### config.mk
export PLATFORM = sky130hd
export DESIGN_NAME = ctd_ctrl
export DESIGN_NICKNAME = d
export VERILOG_FILES = /design/src/sv/ctd_pkg.sv /design/src/sv/ctd_ctrl.sv
export SDC_FILE = /design/constraint.sdc
export NUM_CORES = 1
export LEC_CHECK = 0
export ABC_AREA = 1
export BUFFER_PORTS_ARGS = -buffer_cell sky130_fd_sc_hd__buf_4
export CORE_MARGIN = 5
export CORE_UTILIZATION = 30
export DETAILED_ROUTE_END_ITERATION = 12
export RECOVER_POWER = 100
export SYNTH_ARGS = -nofsm -noshare
export SYNTH_HDL_FRONTEND = slang
export SYNTH_SLANG_ARGS = --single-unit
### constraint.sdc
create_clock -name clk -period 1.3 [get_ports clk]
set_input_delay 0 -clock clk [delete_from_list [all_inputs] [get_ports clk]]
set_output_delay 0 -clock clk [all_outputs]
set_load 0.02 [all_outputs]
### src/sv/ctd_pkg.sv
// package for the clock tempo detector: widths, register indexes, duration factors
// no dependencies
`default_nettype none
package ctd_pkg;
  localparam int NUM_DURATIONS_DEF = 16;
  localparam int CFG_IDX_W = 3;
  localparam int CFG_DATA_W = 24;
  localparam logic [CFG_IDX_W-1:0] REG_KNOB = 3'd0;
  localparam logic [CFG_IDX_W-1:0] REG_TPM = 3'd1;
  localparam logic [CFG_IDX_W-1:0] REG_JIT = 3'd2;
  localparam logic [CFG_IDX_W-1:0] REG_TMO = 3'd3;
  localparam logic [CFG_IDX_W-1:0] REG_HIGH = 3'd4;
  localparam logic [CFG_IDX_W-1:0] REG_LOW = 3'd5;
  localparam logic [9:0] OOR_BPM = 10'd999;
  localparam logic [8:0] MIN_KNOB = 9'd30;
  localparam logic [21:0] US_PER_48TH = 22'd1250000;
  localparam int DIV_W = 32;

  // note factor in 48ths of a beat
  function automatic logic [7:0] factor48(input logic [3:0] k);
    case (k)
      4'd0: factor48 = 8'd192;
      4'd1: factor48 = 8'd144;
      4'd2: factor48 = 8'd96;
      4'd3: factor48 = 8'd64;
      4'd4: factor48 = 8'd72;
      4'd5: factor48 = 8'd48;
      4'd6: factor48 = 8'd32;
      4'd7: factor48 = 8'd36;
      4'd8: factor48 = 8'd24;
      4'd9: factor48 = 8'd16;
      4'd10: factor48 = 8'd18;
      4'd11: factor48 = 8'd12;
      4'd12: factor48 = 8'd8;
      4'd13: factor48 = 8'd9;
      4'd14: factor48 = 8'd6;
      default: factor48 = 8'd4;
    endcase
  endfunction

  // controller to datapath
  typedef struct packed {
    logic step;      // evaluate trigger, lock and counters for the item
    logic div_bpm;   // start bpm division
    logic take_bpm;  // apply bpm division result
    logic div_dur;   // start duration division
    logic emit_done; // commit last_computed_bpm
  } ctd_cmd_t;

  // datapath to controller
  typedef struct packed {
    logic need_bpm;  // locked after step
    logic emit;      // durations required
    logic div_busy;
  } ctd_sts_t;

  typedef enum logic [4:0] {
    S_IDLE = 5'b00001,
    S_BPM  = 5'b00010,
    S_STAT = 5'b00100,
    S_DUR  = 5'b01000,
    S_DOUT = 5'b10000
  } ctd_state_t;
endpackage
`default_nettype wire

### src/sv/ctd_ctrl.sv
// controller: sequences one item through step, division and result delivery
// uses ctd_pkg
`default_nettype none
module ctd_ctrl import ctd_pkg::*; #(
  parameter int NUM_DURATIONS = NUM_DURATIONS_DEF
) (
  input  wire logic     clk,
  input  wire logic     rst_n,
  input  wire logic     in_fire,
  input  wire logic     in_conn,
  input  wire logic     out_take,
  input  wire ctd_sts_t sts,
  output ctd_cmd_t      cmd,
  output logic          in_rdy,
  output logic          out_vld,
  output logic          is_dur,
  output logic [3:0]    idx,
  output logic          is_last
);
  ctd_state_t st_r, st_nxt;
  logic [3:0] idx_r, idx_nxt;
  logic wait_r, wait_nxt;
  ctd_cmd_t cmd_c;
  always_comb begin
    st_nxt = st_r; idx_nxt = idx_r; wait_nxt = wait_r; cmd_c = '0;
    case (st_r)
      S_IDLE: if (in_fire) begin
        cmd_c.step = 1'b1;
        if (in_conn) begin
          st_nxt = S_BPM; wait_nxt = 1'b1;
        end else st_nxt = S_STAT;
      end
      S_BPM: begin
        // check lock after step, then divide
        if (wait_r) begin
          if (sts.need_bpm) begin
            cmd_c.div_bpm = 1'b1; wait_nxt = 1'b0;
          end else st_nxt = S_STAT;
        end else if (!sts.div_busy) begin
          cmd_c.take_bpm = 1'b1; st_nxt = S_STAT;
        end
      end
      S_STAT: if (out_take) begin
        if (sts.emit) begin
          idx_nxt = '0; cmd_c.div_dur = 1'b1; st_nxt = S_DUR;
        end else st_nxt = S_IDLE;
      end
      S_DUR: if (!sts.div_busy) st_nxt = S_DOUT;
      S_DOUT: if (out_take) begin
        if (idx_r == 4'(NUM_DURATIONS - 1)) begin
          cmd_c.emit_done = 1'b1; idx_nxt = '0; st_nxt = S_IDLE;
        end else begin
          idx_nxt = idx_r + 4'd1; st_nxt = S_DUR;
        end
      end
      default: st_nxt = S_IDLE;
    endcase
    if (st_r == S_DUR && st_r == st_nxt) cmd_c.div_dur = 1'b0;
  end
  // restart divider on index change
  logic kick_r;
  always_ff @(posedge clk) begin
    if (!rst_n) begin
      st_r <= S_IDLE; idx_r <= '0; wait_r <= 1'b0; kick_r <= 1'b0;
    end else begin
      st_r <= st_nxt; idx_r <= idx_nxt; wait_r <= wait_nxt;
      kick_r <= (st_r == S_DOUT) && out_take && (st_nxt == S_DUR);
    end
  end
  // divide for the next index is started the cycle after it is latched
  ctd_cmd_t cmd_o;
  always_comb begin
    cmd_o = cmd_c;
    if (kick_r) cmd_o.div_dur = 1'b1;
  end
  assign cmd = cmd_o;
  assign in_rdy = (st_r == S_IDLE);
  assign out_vld = (st_r == S_STAT) || (st_r == S_DOUT);
  assign is_dur = (st_r == S_DOUT);
  assign idx = idx_r;
  assign is_last = (st_r == S_STAT) ? !sts.emit : (idx_r == 4'(NUM_DURATIONS - 1));
endmodule
`default_nettype wire

---- Word-level counts from Yosys, hierarchy flattened ----
Cells that the tools add are included.
operators by class
  $add $sub $neg .......................... 1
  eq/ne operators ......................... 13
  mux-type cells .......................... 37
  reduce and logical (&&, ||, !) cells .... 9
operator list
  cell                                                  number
  two-way mux 5 bit                                     7
  one-hot mux 5 bit (5 select lines)                    1
  two-way mux 4 bit                                     6
  two-way mux 1 bit                                     19
  equality test 5 x 4 -> 1 bit (second input constant)  2
  != test 2 bit (second input constant)                 5
  one-hot mux 4 bit (2 select lines)                    1
  equality test 5 x 1 -> 1 bit (second input constant)  1
  equality test 5 x 2 -> 1 bit (second input constant)  1
  equality test 5 x 3 -> 1 bit (second input constant)  1
  equality test 5 bit                                   1
  equality test 5 bit (second input constant)           1
  adder 4 x 1 -> 4 bit (second input constant)          1
  equality test 4 bit (second input constant)           1
  AND reduction 4 bit                                   1
  nonzero test 2 bit                                    2
  logical AND 1 bit                                     3
  two-way mux 3 bit                                     1
  AND reduction 3 bit                                   1
  two-way mux 2 bit                                     1
  one-hot mux 1 bit (2 select lines)                    1
  zero test 1 bit                                       1
  logical OR 1 bit                                      1
storage, ports and cells
  flip-flop bits (word level) ............. 11
  input port bits ......................... 8
  logic and storage cells ................. 64

---- Logic depth before layout (Yosys ltp) ----
  depth in word-level cells ............... 8
  mapped depth ............................ 8
  mapped depth without buffers ............ 8

---- Worst setup path before layout ----
Ideal clock, no wire load.
  path kind ............................... register to register
  start point ............................. reg idx_r[1], in the netlist idx[1]
  end point ............................... reg st_r[0]
  arrival ................................. 1.233 ns
  data required time ...................... 1.238 ns
  slack ................................... 0.006 ns
  stages on the path, launching flop included .. 6
  cells stage by stage .................... dfxtp_1 > ha_1 > nand3_1 > nor2_2 > nor2_1 > nand3_1
between the ends
  cells in the longest elaborated chain, start to end .. 4
RTL lines
  element                             line            text
  start: declaration                  ctd_ctrl.sv:21  logic [3:0] idx_r, idx_nxt;
  start signal: assignment            ctd_ctrl.sv:66  st_r <= st_nxt; idx_r <= idx_nxt; wait_r <= wait_nxt;
  equality test 4 bit                 ctd_ctrl.sv:50  if (idx_r == 4'(NUM_DURATIONS - 1)) begin
  two-way mux 4 bit                   ctd_ctrl.sv:50
  two-way mux 5 bit                   ctd_ctrl.sv:49  S_DOUT: if (out_take) begin
  one-hot mux 5 bit (5 select lines)  ctd_ctrl.sv:26  case (st_r)
  end signal: assignment              ctd_ctrl.sv:66
  end: declaration                    ctd_ctrl.sv:20  ctd_state_t st_r, st_nxt;
Every way passes these cells.
A chain may end at the register's enable or synchronous reset.

==> results.json <==
{
  "status": "finished with violations",
  "violations": "setup timing",
  "period_share_pct": 103,
  "synthXorXnorAreaFrac_pct": 0,
  "io_pins": 21,
  "htree_levels": 1,
  "die_h_um": 59.2,
  "slew_viol_final": 0,
  "cts.path.max_buffers": 2,
  "p_per_area_mw_per_mm2": 825,
  "slew_headroom_pct": 81.8,
  "min_period_ps": 1340,
  "setup_ws_ps": -38.0,
  "multi_input_area_um2": 474,
  "grt_pass1_vias": 802,
  "grt_max_degree": 8,
  "hpwl_mm": 1.58,
  "yosys.area.top_type": "dfxtp_1",
  "grt_pass1_wl_mm": 3.62,
  "timing.hold.ws_ps": 67.8,
  "die_w_um": 59.2,
  "path_clk_slew_ps": 80,
  "crit_fanout": 6,
  "synth.distinct_cells": 19,
  "worstPathArrival_ps": 1340,
  "p_leak_nw": 0.566,
  "dr.pass1.iters": 4,
  "finalClockSkew_ps": 1.44,
  "power_frac_clock_pct": 26.5,
  "p_seq_share_pct": 39.9,
  "hold_viol": 0,
  "synth_top_family_by_area": "simple AND/OR/NAND/NOR gates",
  "rsz0062_at_grt": "true",
  "combPwrFrac_pct": 33.6,
  "syn_inst": 113,
  "fmax_ghz": 0.747,
  "gp_congestion": 0.832,
  "layout-drive-gt1-share_pct": 41.7,
  "netlist_top_cells_area": "dfxtp_1, nand2_1, nor2_1",
  "start_util_pct": 32.2,
  "synth_mux_area_share_pct": 0,
  "grt_overflow": 0,
  "synth.top_cell.area_share_pct": 30.3,
  "worstMarginPinSlew_ps": 273,
  "ant_nets": 0,
  "crit_path_end_kind": "primary output",
  "root_buffer": "clkbuf_4",
  "drc": 0,
  "core_area_mm2": 0.00225,
  "intPower_mw": 0.620,
  "maxCapViolations": 0,
  "final_core_util_pct": 50.4,
  "clk_latency_ps": 270,
  "synth_warnings": 0,
  "antenna_found_initial": 0,
  "grt_usage_pct": 13.4,
  "start_kind": "register",
  "swShare_pct": 33.9,
  "port_buffers": 20,
  "routed_wl_mm": 2.48,
  "drtIter0Drc": 20,
  "vias": 899,
  "cts_tree": "built",
  "cts.sinks": 11,
  "fin_cells": 184,
  "final-seq-area_um2": 228,
  "synthesis.nets": 122,
  "worst-setup-path-type": "reg -> out",
  "synthSimpleGateAreaFrac_pct": 50.0,
  "syn_to_final_growth_pct": 56.7,
  "synth_adder_area_share_pct": 1.72,
  "wire_per_inst_um": 13.5,
  "synth-seq-cells": 11,
  "nets": 166,
  "avgViaCountPerCell": 4.89,
  "num_rows": 17,
  "critPathRequiredTime_ps": 1300,
  "numCtsBuffers": 3,
  "syn_area_um2": 726,
  "synth-compound-area-share_pct": 7.07,
  "hp-class": "in -> reg",
  "placed_cells": 165,
  "antenna_cells": 0,
  "max-vdd-ir-drop_mv": 0.365,
  "dieArea_mm2": 0.00350,
  "final-setup-viol-count": 3,
  "syn_area_per_cell_um2": 6.42,
  "n_fill_cell": 238,
  "yosysSeqAreaShare_pct": 30.3,
  "switchingPower_mw": 0.318
}
-- Yosys cell counts (all sizes together) --
cell type / n
nand2: 23
inv: 21
and2: 1
o22ai: 1
dfxtp: 11
nand3: 14
ha: 1
o21ai: 4
nor2: 24
nor3: 1
nand4: 7
a21oi: 5
-- final timing paths --
check                           startpoint  endpoint  slack, ps  cells past startpoint
worst max-delay path               st_r[1]    cmd[1]        -40                      5
worst min-delay path                sts[0]   st_r[4]         70                      3
worst max register to register     st_r[1]    idx[0]         10                      6
worst min register to register      wait_r    wait_r        630                      4
-- registers in the layout, summed over array words and instances (netlist names) --
| name | cells |
|---|---|
| st_r | 5 |
| kick_r | 1 |
| idx | 4 |
| wait_r | 1 |
-- power groups by stage --
stage	clock network, mW	logic (mW)	registers, mW
floorplan	0	0.146	0.377
global placement	0	0.218	0.378
detailed placement	0	0.219	0.379
CTS	0.250	0.272	0.374
global route	0.267	0.339	0.377
finish	0.249	0.315	0.375
-- metrics by stage --
stage | setup slack, ps | instance area, um2 | setup TNS, ps | power [mW]
2_1_floorplan | 5.88 | 726 | 0 | 0.523
4_1_cts | -4.02 | 1080 | -4.02 | 0.897
3_3_place_gp | 125 | 941 | 0 | 0.596
6_report | -38.0 | 1140 | -104 | 0.938
3_5_place_dp | 125 | 941 | 0 | 0.599
5_1_grt | -93.4 | 1140 | -635 | 0.983
-- metal layers --
layer / track usage [%] / vias up / share of wire, % / routed length (um)
li1: - / 450 / - / -
met1: 16.4 / 428 / 43 / 1060
met2: 22.0 / 15 / 51 / 1260
met3: 1.09 / 6 / 2.9 / 72
met4: 9.06 / 0 / 3.8 / 93
met5: 0 / - / 0 / 0
-- what timing repair did --
item                                    4_1_cts  5_1_grt
endpoints found under the setup margin        5       13
pin swaps                                     4        5
hold endpoints to repair                      3        0
hold buffers                                  1        0
gates resized for setup                      10       11
buffers inserted                             10        4
-- cell type report --
type                            instances  area share (%)
Clock buffer                            4            2.31
Inverter                               21            7.15
Tap cell                               28            3.08
Multi-Input combinational cell         81            41.7
Sequential cell                        11            20.0
Timing Repair Buffer                   39            25.7
-- cell usage in the layout (no fill, tap or decap), types with 2 or more instances in the layout --
| cell type | instances |
|---|---|
| buf_4 | 31 |
| nand2_1 | 21 |
| nor2_1 | 19 |
| inv_1 | 17 |
| nand3_1 | 9 |
| dfxtp_2 | 6 |
| nand3_2 | 5 |
| nand4_1 | 5 |
| a21oi_1 | 5 |
| dfxtp_1 | 5 |
| clkbuf_1 | 4 |
| nor2_4 | 3 |
| inv_2 | 3 |
| clkbuf_4 | 3 |
| buf_6 | 3 |
| nand2_2 | 2 |
| nand4_4 | 2 |
| nor2_2 | 2 |
| o21ai_0 | 2 |
-- kinds of logic after synthesis --
| family | count (synthesis) |
|---|---|
| fa+ha+maj | 1 |
| compound gates | 10 |
| buf+inv | 21 |
| flops | 11 |
| simple gates | 70 |
-- worst max-delay path, cell delays in order, from the launching register on --
cell and delay [ps]:
dfxtp_2 340, nor2_4 210, buf_6 140, nand4_4 140, nand2_2 120, buf_6 110
Note: power is estimated with default switching activity, not from simulation.
