<file path="config.mk">
export PLATFORM = sky130hd
export DESIGN_NAME = ctd_datapath
export DESIGN_NICKNAME = d
export VERILOG_FILES = /design/src/sv/ctd_pkg.sv /design/src/sv/ctd_div.sv /design/src/sv/ctd_datapath.sv
export SDC_FILE = /design/constraint.sdc
export NUM_CORES = 1
export LEC_CHECK = 0
export BUFFER_PORTS_ARGS = -buffer_cell sky130_fd_sc_hd__buf_2
export CAP_MARGIN = 30
export CORE_UTILIZATION = 40
export DETAILED_ROUTE_END_ITERATION = 16
export HOLD_SLACK_MARGIN = 0.12
export SLEW_MARGIN = 5
export SYNTH_ARGS = -nofsm -noshare
export SYNTH_HDL_FRONTEND = slang
export SYNTH_SLANG_ARGS = --single-unit
</file>
<file path="constraint.sdc">
create_clock -name clk -period 9.2 [get_ports clk]
set_input_delay 2.76 -clock clk [delete_from_list [all_inputs] [get_ports clk]]
set_output_delay 2.76 -clock clk [all_outputs]
set_load 0.005 [all_outputs]
</file>
<file path="src/sv/ctd_pkg.sv">
// package for the clock tempo detector: widths, register indexes, duration factors
// no dependencies
`default_nettype none
package ctd_pkg;
  localparam int NUM_DURATIONS_DEF = 16;
  localparam int CFG_IDX_W = 3;
  localparam int CFG_DATA_W = 24;
  localparam logic [CFG_IDX_W-1:0] REG_KNOB = 3'd0;
  localparam logic [CFG_IDX_W-1:0] REG_TPM = 3'd1;
  localparam logic [CFG_IDX_W-1:0] REG_JIT = 3'd2;
  localparam logic [CFG_IDX_W-1:0] REG_TMO = 3'd3;
  localparam logic [CFG_IDX_W-1:0] REG_HIGH = 3'd4;
  localparam logic [CFG_IDX_W-1:0] REG_LOW = 3'd5;
  localparam logic [9:0] OOR_BPM = 10'd999;
  localparam logic [8:0] MIN_KNOB = 9'd30;
  localparam logic [21:0] US_PER_48TH = 22'd1250000;
  localparam int DIV_W = 32;

  // note factor in 48ths of a beat
  function automatic logic [7:0] factor48(input logic [3:0] k);
    case (k)
      4'd0: factor48 = 8'd192;
      4'd1: factor48 = 8'd144;
      4'd2: factor48 = 8'd96;
      4'd3: factor48 = 8'd64;
      4'd4: factor48 = 8'd72;
      4'd5: factor48 = 8'd48;
      4'd6: factor48 = 8'd32;
      4'd7: factor48 = 8'd36;
      4'd8: factor48 = 8'd24;
      4'd9: factor48 = 8'd16;
      4'd10: factor48 = 8'd18;
      4'd11: factor48 = 8'd12;
      4'd12: factor48 = 8'd8;
      4'd13: factor48 = 8'd9;
      4'd14: factor48 = 8'd6;
      default: factor48 = 8'd4;
    endcase
  endfunction

  // controller to datapath
  typedef struct packed {
    logic step;      // evaluate trigger, lock and counters for the item
    logic div_bpm;   // start bpm division
    logic take_bpm;  // apply bpm division result
    logic div_dur;   // start duration division
    logic emit_done; // commit last_computed_bpm
  } ctd_cmd_t;

  // datapath to controller
  typedef struct packed {
    logic need_bpm;  // locked after step
    logic emit;      // durations required
    logic div_busy;
  } ctd_sts_t;

  typedef enum logic [4:0] {
    S_IDLE = 5'b00001,
    S_BPM  = 5'b00010,
    S_STAT = 5'b00100,
    S_DUR  = 5'b01000,
    S_DOUT = 5'b10000
  } ctd_state_t;
endpackage
`default_nettype wire

</file>
<file path="src/sv/ctd_div.sv">
// restoring divider, one quotient bit per cycle, rounds half up
// uses ctd_pkg
`default_nettype none
module ctd_div import ctd_pkg::*; (
  input  wire logic              clk,
  input  wire logic              rst_n,
  input  wire logic              start,
  input  wire logic [DIV_W-1:0]  num,   // already 2*n+d
  input  wire logic [DIV_W-1:0]  den,   // already 2*d, nonzero
  output logic                   busy,
  output logic [DIV_W-1:0]       quo
);
  logic [DIV_W-1:0] q_r, q_nxt, d_r, d_nxt;
  logic [DIV_W:0] rem_r, rem_nxt, trial;
  logic [5:0] cnt_r, cnt_nxt;
  always_comb begin
    q_nxt = q_r; d_nxt = d_r; rem_nxt = rem_r; cnt_nxt = cnt_r;
    trial = {rem_r[DIV_W-1:0], q_r[DIV_W-1]} - {1'b0, d_r};
    if (start) begin
      q_nxt = num; d_nxt = den; rem_nxt = '0; cnt_nxt = 6'(DIV_W);
    end else if (cnt_r != 6'd0) begin
      cnt_nxt = cnt_r - 6'd1;
      if (!trial[DIV_W]) begin
        rem_nxt = trial;
        q_nxt = {q_r[DIV_W-2:0], 1'b1};
      end else begin
        rem_nxt = {rem_r[DIV_W-1:0], q_r[DIV_W-1]};
        q_nxt = {q_r[DIV_W-2:0], 1'b0};
      end
    end
  end
  always_ff @(posedge clk) begin
    if (!rst_n) cnt_r <= '0;
    else cnt_r <= cnt_nxt;
    q_r <= q_nxt; d_r <= d_nxt; rem_r <= rem_nxt;
  end
  assign busy = (cnt_r != 6'd0) || start;
  assign quo = q_r;
endmodule
`default_nettype wire

</file>
<file path="src/sv/ctd_datapath.sv">
// datapath: trigger, lock tracking, tempo and durations, output register
// uses ctd_pkg, ctd_div
`default_nettype none
module ctd_datapath import ctd_pkg::*; (
  input  wire logic                  clk,
  input  wire logic                  rst_n,
  input  wire logic                  cfg_we,
  input  wire logic [CFG_IDX_W-1:0]  cfg_idx,
  input  wire logic [CFG_DATA_W-1:0] cfg_dat,
  input  wire logic                  in_conn,
  input  wire logic signed [14:0]    in_smp,
  input  wire ctd_cmd_t              cmd,
  input  wire logic [3:0]            dur_idx,
  output ctd_sts_t                   sts,
  output logic [9:0]                 bpm,
  output logic                       lock,
  output logic                       oor,
  output logic [27:0]                dur_us
);
  logic [8:0] knob_r; logic [23:0] tpm_r, tmo_r; logic [15:0] jit_r;
  logic signed [14:0] hi_r, lo_r;
  logic trig_r, mem_r, lock_r, emit_r;
  logic [1:0] ecnt_r;
  logic [23:0] tse_r, per_r;
  logic [9:0] bpm_r, lastb_r;
  logic [DIV_W-1:0] dnum, dden, quo;
  logic dbusy, dstart;

  // config registers
  always_ff @(posedge clk) begin
    if (!rst_n) begin
      knob_r <= 9'd120; tpm_r <= 24'd2880000; jit_r <= 16'd24;
      tmo_r <= 24'd96000; hi_r <= 15'sd1000; lo_r <= '0;
    end else if (cfg_we) begin
      case (cfg_idx)
        REG_KNOB: knob_r <= cfg_dat[8:0];
        REG_TPM:  tpm_r <= cfg_dat;
        REG_JIT:  jit_r <= cfg_dat[15:0];
        REG_TMO:  tmo_r <= cfg_dat;
        REG_HIGH: hi_r <= cfg_dat[14:0];
        REG_LOW:  lo_r <= cfg_dat[14:0];
        default: ;
      endcase
    end
  end

  // per-item step
  logic trig_n, mem_n, lock_n, rise, emit_n;
  logic [1:0] ecnt_n; logic [23:0] tse_n, per_n, dlt; logic [9:0] bpm_n, knobc;
  always_comb begin
    trig_n = trig_r; mem_n = mem_r; lock_n = lock_r; ecnt_n = ecnt_r;
    tse_n = tse_r; per_n = per_r; bpm_n = bpm_r; emit_n = 1'b0; rise = 1'b0;
    knobc = (knob_r < MIN_KNOB) ? {1'b0, MIN_KNOB} : {1'b0, knob_r};
    dlt = (per_r > tse_r) ? per_r - tse_r : tse_r - per_r;
    if (in_conn) begin
      if (trig_r) begin
        if (in_smp <= lo_r) trig_n = 1'b0;
      end else if (in_smp >= hi_r) begin
        trig_n = 1'b1; rise = 1'b1;
      end
      if (rise && !mem_r) begin
        if (ecnt_r != 2'd3) ecnt_n = ecnt_r + 2'd1;
        mem_n = 1'b1;
        if (ecnt_n == 2'd2) begin
          lock_n = 1'b1; per_n = tse_r;
        end else if (ecnt_n == 2'd3 && dlt > {8'd0, jit_r}) begin
          lock_n = 1'b0; ecnt_n = 2'd0;
        end
        tse_n = '0;
      end
      if (in_smp <= lo_r && mem_n) mem_n = 1'b0;
    end else begin
      lock_n = 1'b0; ecnt_n = 2'd0; bpm_n = knobc;
      emit_n = (knobc != lastb_r);
    end
  end

  // tick counting and timeout, after the tempo when locked
  logic cnt_now;
  logic [23:0] tse_src, tse_cnt;
  assign cnt_now = cmd.take_bpm || (cmd.step && in_conn && !lock_n);
  assign tse_src = cmd.step ? tse_n : tse_r;
  assign tse_cnt = (tse_src != 24'hFFFFFF) ? tse_src + 24'd1 : tse_src;

  // bpm result with clamps
  logic [9:0] bq; logic bov;
  assign bov = (quo >= DIV_W'(OOR_BPM));
  assign bq = (quo == '0) ? 10'd1 : quo[9:0];

  always_ff @(posedge clk) begin
    if (!rst_n) begin
      trig_r <= 1'b0; mem_r <= 1'b0; lock_r <= 1'b0; ecnt_r <= '0;
      tse_r <= '0; per_r <= '0; bpm_r <= 10'd120; lastb_r <= '0; emit_r <= 1'b0;
    end else begin
      if (cmd.step) begin
        trig_r <= trig_n; mem_r <= mem_n; per_r <= per_n;
        bpm_r <= bpm_n; emit_r <= emit_n;
      end
      if (cmd.take_bpm) begin
        if (bov) bpm_r <= OOR_BPM;
        else begin
          bpm_r <= bq; emit_r <= (bq != lastb_r);
        end
      end
      // counting and timeout at the step, or once the tempo is settled when locked
      if (cnt_now) begin
        tse_r <= tse_cnt;
        if (tse_cnt > tmo_r) begin
          lock_r <= 1'b0; ecnt_r <= '0;
        end else if (cmd.step) begin
          lock_r <= lock_n; ecnt_r <= ecnt_n;
        end
      end else if (cmd.step) begin
        tse_r <= tse_n; lock_r <= lock_n; ecnt_r <= ecnt_n;
      end
      if (cmd.emit_done) lastb_r <= bpm_r;
    end
  end

  // divider operands
  logic [31:0] per1, pdur;
  assign per1 = (per_r == '0) ? 32'd1 : {8'd0, per_r};
  assign pdur = US_PER_48TH * factor48(dur_idx);
  always_comb begin
    if (cmd.div_bpm) begin
      dnum = {7'd0, tpm_r, 1'b0} + per1; dden = {per1[30:0], 1'b0};
    end else begin
      dnum = {pdur[30:0], 1'b0} + {22'd0, bpm_r};
      dden = {21'd0, bpm_r, 1'b0};
    end
  end
  assign dstart = cmd.div_bpm || cmd.div_dur;

  ctd_div u_div (.clk(clk), .rst_n(rst_n), .start(dstart), .num(dnum), .den(dden),
    .busy(dbusy), .quo(quo));

  assign sts.need_bpm = lock_r;
  assign sts.emit = emit_r;
  assign sts.div_busy = dbusy;
  assign bpm = bpm_r;
  assign lock = lock_r;
  assign oor = lock_r && (bpm_r >= OOR_BPM);
  assign dur_us = quo[27:0];
endmodule
`default_nettype wire

</file>
Yosys cells after proc, flatten, opt, wreduce, memory -nomap -nowiden. Memories as Yosys holds them, arrays and structs flattened. Index checks and enable logic that the tools add are counted.

Flip-flop bits (word level): 272. Bits in latches: 0. RAM bits: 0. ROM bits: 128. Input port bits: 55. Output and inout port bits: 43. Memories: 1.

Memory list: (name not given) (words 16, bits a word 8, read ports 1, clocked after Yosys merged registers in 0, write ports 0, line ctd_pkg.sv:21) `case (k)`.

Add/sub/neg operators: 8. Multiply operators: 1. Divide/modulo/power cells: 0. Order comparisons: 8. Equality and inequality tests: 12. Shifts and indexed selects: 0. Muxes and demuxes: 50. Bitwise logic cells: 1. Reduce and logical (&&, ||, !) cells: 27.

Operators by type and width (count): 24-bit two-way mux (7); 32-bit two-way mux (3); 10-bit two-way mux (5); 24-bit > comparator (2); 24-bit subtractor (2); 33-bit by 25-bit subtractor with 33-bit output (1); 32-bit by 10-bit >= comparator with 1-bit output (second input constant) (1); 32-bit logical NOT (1); 30-bit by 10-bit adder with 31-bit output (1); 31-bit two-way mux (1); 25-bit by 24-bit adder with 26-bit output (1); 17-bit by 8-bit multiplier with 25-bit output (first input constant) (1); 24-bit by 1-bit adder with 24-bit output (second input constant) (1); 24-bit by 16-bit > comparator with 1-bit output (1); 24-bit logical NOT (1); 24-bit inequality test (second input constant) (1); 1-bit two-way mux (20); 2-bit two-way mux (10); 2-bit AND reduction (8); 15-bit >= comparator (1); 15-bit less-or-equal comparator (1); 6-bit two-way mux (2); 11-bit two-way mux (1); 10-bit >= comparator (second input constant) (1); other kinds (21) (33).

Logic depth before layout (Yosys ltp).
Word-level depth: 17. Gate-level depth with buffers: 28.

By module. From an unflattened synthesis, not the netlist that was laid out.

Cell total of the unflattened synthesis: 2789. Area total of the unflattened synthesis: 22658.0 sq um.

Modules (own cells, without submodules): ctd_datapath (times used 1, cells each 2199, area each 16699.8 sq um); ctd_div (times used 1, cells each 590, area each 5958.2 sq um).

Worst setup path before layout. Ideal clock, no wire load.

Path kind: input-to-reg. Start: in dur_idx[3]. End: reg u_div.q_r[29], in the netlist u_div.quo[29] (data pin). Library setup time: 0.135 ns. Data arrival time: 8.097 ns. Path slack: 0.968 ns. Cell stages on the path: 20. Path buffers: 1. Cell sequence: clkbuf_1 -> mux2i_1 -> inv_1 -> ha_1 -> ha_1 -> inv_1 -> fa_1 -> fa_1 -> inv_1 -> ha_1 -> a21o_1 -> a21o_1 -> a21o_1 -> a211oi_2 -> o21ai_0 -> a2111oi_2 -> nand4_1 -> or4_1 -> or4_1 -> nand3_1.

Cells in the longest elaborated chain, start to end: 5.

Ends and longest elaborated chain: start: declaration (line ctd_datapath.sv:13) `input wire logic [3:0] dur_idx,`; memory read 16 x 8 bit; 17-bit by 8-bit multiplier with 25-bit output (line ctd_datapath.sv:123) `assign pdur = US_PER_48TH * factor48(dur_idx);`; 30-bit by 10-bit adder with 31-bit output (line ctd_datapath.sv:128) `dnum = {pdur[30:0], 1'b0} + {22'd0, bpm_r};`; 31-bit two-way mux (line ctd_datapath.sv:125) `if (cmd.div_bpm) begin`; 32-bit two-way mux (line ctd_div.sv:19) `if (start) begin`; named net u_div.q_nxt[29] (line ctd_div.sv:13) `logic [DIV_W-1:0] q_r, q_nxt, d_r, d_nxt;`; end signal: assignment (line ctd_div.sv:35) `q_r <= q_nxt; d_r <= d_nxt; rem_r <= rem_nxt;`; end: declaration (line ctd_div.sv:13).

The timed path passes the listed nets, and every way through them passes these cells. A chain may end at the register's enable or synchronous reset.

Final worst setup path.
Start: in dur_idx[0]. End: reg u_div.q_r[29], in the netlist u_div.quo[29] (data pin).

The elaborated chain is that of the path after synthesis.

==> run_results.csv <==
group,metric,value,unit
logic_synthesis,synth_async_sr_flop_share,0,
logic_synthesis,post_synth_and_or_nand_nor_area_fraction,0.188,
critical_path,nature_of_the_critical_path_startpoint,"input port",
sta,post-route-period-util,0.909,
floorplan,io_pins,98,
worst_hold_path,worst_hold_path_type,"flop to flop",
outcome,run_status,"completed",
power,peakVddDrop,0.158,mV
logic_synthesis,synth-adder-area-share,0.166,
routing,wl,63000,µm
clock_tree,cts_tree,"built",
logic_synthesis,main_combinational_cell_family_by_area_after_synthesis,"compound AO/OA/AOI/OAI gates",
floorplan,die_width,233,µm
logic_synthesis,synthTopCellsByArea,"dfxtp_1 20%, ha_1 14%, edfxtp_1 7.9%",
floorplan,initial_utilization,0.406,
routing,route.detailed.drc,0,
grt,globalRouteOverflowTotal,0,
power,totalPowerFinal,4340,µW
logic_synthesis,netlist.top_cell.by_area,"dfxtp_1",
routing,wire_per_inst,18.5,µm
routing,drtPass1Iterations,5,
flow_run,maxCapViolCount,0,
routing,drt_first_iter_violations,1374,
logic_synthesis,synth.lib_cells_used.distinct,88,
critical_path,worstPathBufferInverterCount,4,
placement,gpl.final_weighted_congestion,0.930,
clock_tree,clk_transition_reported_paths,0.06,ns
layout,most_common_cell_after_layout_fill_and_taps_aside,"nand2_1",
critical_path,standard_cell_with_the_maximum_stage_delay_on_the_critical_path,"or4_1",
clock_tree,cts_post_setup_buffers_inserted,0,
logic_synthesis,syn-mean-instance-area,7.90,µm²
sta,finalCriticalPeriod,8.36,ns
power,p_leak,0.0101,µW
clock_tree,clkLatencyLatePin,0.60,ns
sta,setup_total_negative_slack,0,ns
grt,antenna_found_initial,1,
placement,dp_hpwl,48800,µm
critical_path,critical_path.endpoint_type,"flop",
critical_path,slowest_delay,0.59,ns
placement,io_buffer_count,97,
sta,rel_slew_slack,0.359,
sta,fmax,120,MHz
grt,grt_first_pass_wirelength,99200,µm
sta,drv_slew,0,
logic_synthesis,synth_xor_area_frac,0.0618,
clock_tree,max-clock-path-buffers,3,
logic_synthesis,number_of_enable_type_register_cells_in_the_synthesized_netlist,56,
critical_path,critical_path_required,9.64,ns
sta,setup_violations,0,
clock_tree,clock-sinks,271,
layout,n_fill_cell,5220,
grt,grt_util_all_layers,0.229,
logic_synthesis,synth_compound_area_frac,0.194,
floorplan,die_y,233,µm
logic_synthesis,warnings_synthesis,0,
logic_synthesis,yosys_reg_bits,271,
floorplan,design.die.area,54400,µm²
sta,fin_skew,0.0267,ns
logic_synthesis,postSynthCellCount,2709,
critical_path,worst_path_dominant_cell_family,"adder cells",
grt,grt_start_max_net_pins,78,
floorplan,placeableCoreArea,52700,µm²
clock_tree,cts_repair_resize_count,0,
clock_tree,htreeDepth,1,
critical_path,worstPathArrival,8.80,ns
sta,rsz0062_at_grt,"false",
logic_synthesis,synthFlopType,"dfxtp_1",
clock_tree,count_of_hold_buffers_inserted_by_post_cts_repair,0,
clock_tree,clockRootBuffer,"clkbuf_16",
layout,layout-area-overhead-vs-synth,8.82,%
routing,route.vias.total,19000,
logic_synthesis,synth_top_area_frac,0.201,
sta,report.final.hold_viol_count,0,
logic_synthesis,syn_nets,3033,
critical_path,critical_path.cell_chain,"buf_2, inv_1, ha_1, nand2b_1, a32o_1, ha_1, ha_1, inv_1, fa_1, fa_1, inv_1, ha_1, a21o_1, a21o_1, a21o_1, a211oi_2, o21ai_0, a2111oi_2, nand4_1, or4_1, or4_1, nand3_1",
critical_path,critPathKind,"input port to flop",
layout,post_route_cells_drive_above_1_share,0.0816,
critical_path,worst-path-max-fanout,6,
routing,post_drt_via_cell_ratio,5.59,
layout,most-common-layout-cells,"390 x nand2_1, 267 x a21oi_1, 244 x ha_1, 233 x inv_1, 215 x dfxtp_1",
power,power_density,187,nW/µm²
logic_synthesis,post_synth_instance_area,21400,µm²
sta,least_margin_pin_slew,0.961,ns
grt,first_global_vias,18100,
floorplan,fp-row-count,84,
routing,drtAntennaViolNets,0,
layout,layout.nets,3020,
logic_synthesis,synth.yosys.seq_area_share,0.280,
clock_tree,numCtsBuffers,31,
critical_path,cpMostUsedCell,"ha_1",
logic_synthesis,synthMuxAreaShare,0.0335,
## metal layers
layer  share of wire  vias to the layer above  track usage  wire length [µm]
li1                -                     9385            -                 -
met1            0.47                     9094        0.318             29600
met2            0.46                      482        0.376             28700
met3           0.057                       82       0.0345              3590
met4           0.017                        2       0.0406              1080
met5         0.00013                        -            0                 8
## synth_stat cells (all sizes together) (29+ instances only)
master  count
clkbuf    106
nand2     390
o21a       29
xor2       58
inv       234
o211ai     31
nand3      62
mux2i      58
dfxtp     215
ha        244
nor2      173
edfxtp     56
nor3       36
nand4      45
xnor2      93
a211oi     29
a21o       44
a21oi     269
o21ai     156
buf        60
## stage by stage
step | instances | util | setup slack [ns] | cell area [µm²] | hold slack, ns
2_1_floorplan | 2709 | - | 0.968 | 21400 | 0.432
6_report | 3410 | 0.442 | 0.841 | 23300 | 0.455
4_1_cts | 3406 | 0.441 | 0.846 | 23200 | 0.456
3_5_place_dp | 3348 | 0.421 | 0.268 | 22200 | 0.447
3_3_place_gp | 3346 | 0.420 | 0.392 | 22100 | 0.442
5_1_grt | 3409 | 0.442 | 0.442 | 23300 | 0.468
## cell type report
class | instances | area [µm²] | share of cell area
Sequential cell | 271 | 5990 | 0.257
Clock inverter | 19 | 206 | 0.00887
Inverter | 235 | 883 | 0.0379
Multi-Input combinational cell | 2037 | 13800 | 0.592
Tap cell | 688 | 861 | 0.0370
Timing Repair Buffer | 120 | 678 | 0.0291
Clock buffer | 39 | 880 | 0.0378
Antenna cell | 1 | 2.50 | 0.000107
## sequential cells by signal, indices dropped and copies added, names as in the netlist
signal,cells
tse_r,24
lastb_r,10
lock,1
mem_r,1
lo_r,15
bpm,10
per_r,24
tmo_r,24
hi_r,15
emit_r,1
u_div.cnt_r,6
u_div.quo,32
tpm_r,24
u_div.d_r,24
u_div.rem_r,32
knob_r,9
jit_r,16
ecnt_r,2
trig_r,1
## report_power, final
| part | total, µW | switching, µW | internal, µW |
|---|---|---|---|
| clock network | 1310 | 541 | 768 |
| logic | 1650 | 974 | 681 |
| registers | 1380 | 86.8 | 1290 |
## worst register-to-register path, delay by kind of cell, from the launching register on
kind	cells	cell delay, ns
and+or+nand+nor	11	3.01
AOI/OAI and AO/OA	4	1.31
adders and majority gates	2	0.86
DFF	1	0.47
muxes	2	0.37
xor gates and xnor gates	1	0.21
buffers and inverters	1	0.12
## logic make-up after synthesis
group,after synthesis
xor+xnor,151
fa+ha+maj,269
flops,271
buf+inv,401
compound gates,676
mux,70
simple gates,871
## worst paths after layout
check	startpoint	endpoint	slack, ns	depth (start not counted)
worst min register to register	lo_r[13]	lo_r[13]	0.45	2
worst min-delay path	lo_r[13]	lo_r[13]	0.45	2
worst max-delay path	dur_idx[0]	u_div.quo[29]	0.84	22
worst max register to register	tse_r[15]	tse_r[1]	2.70	21
(Power assumes the default switching activity.)
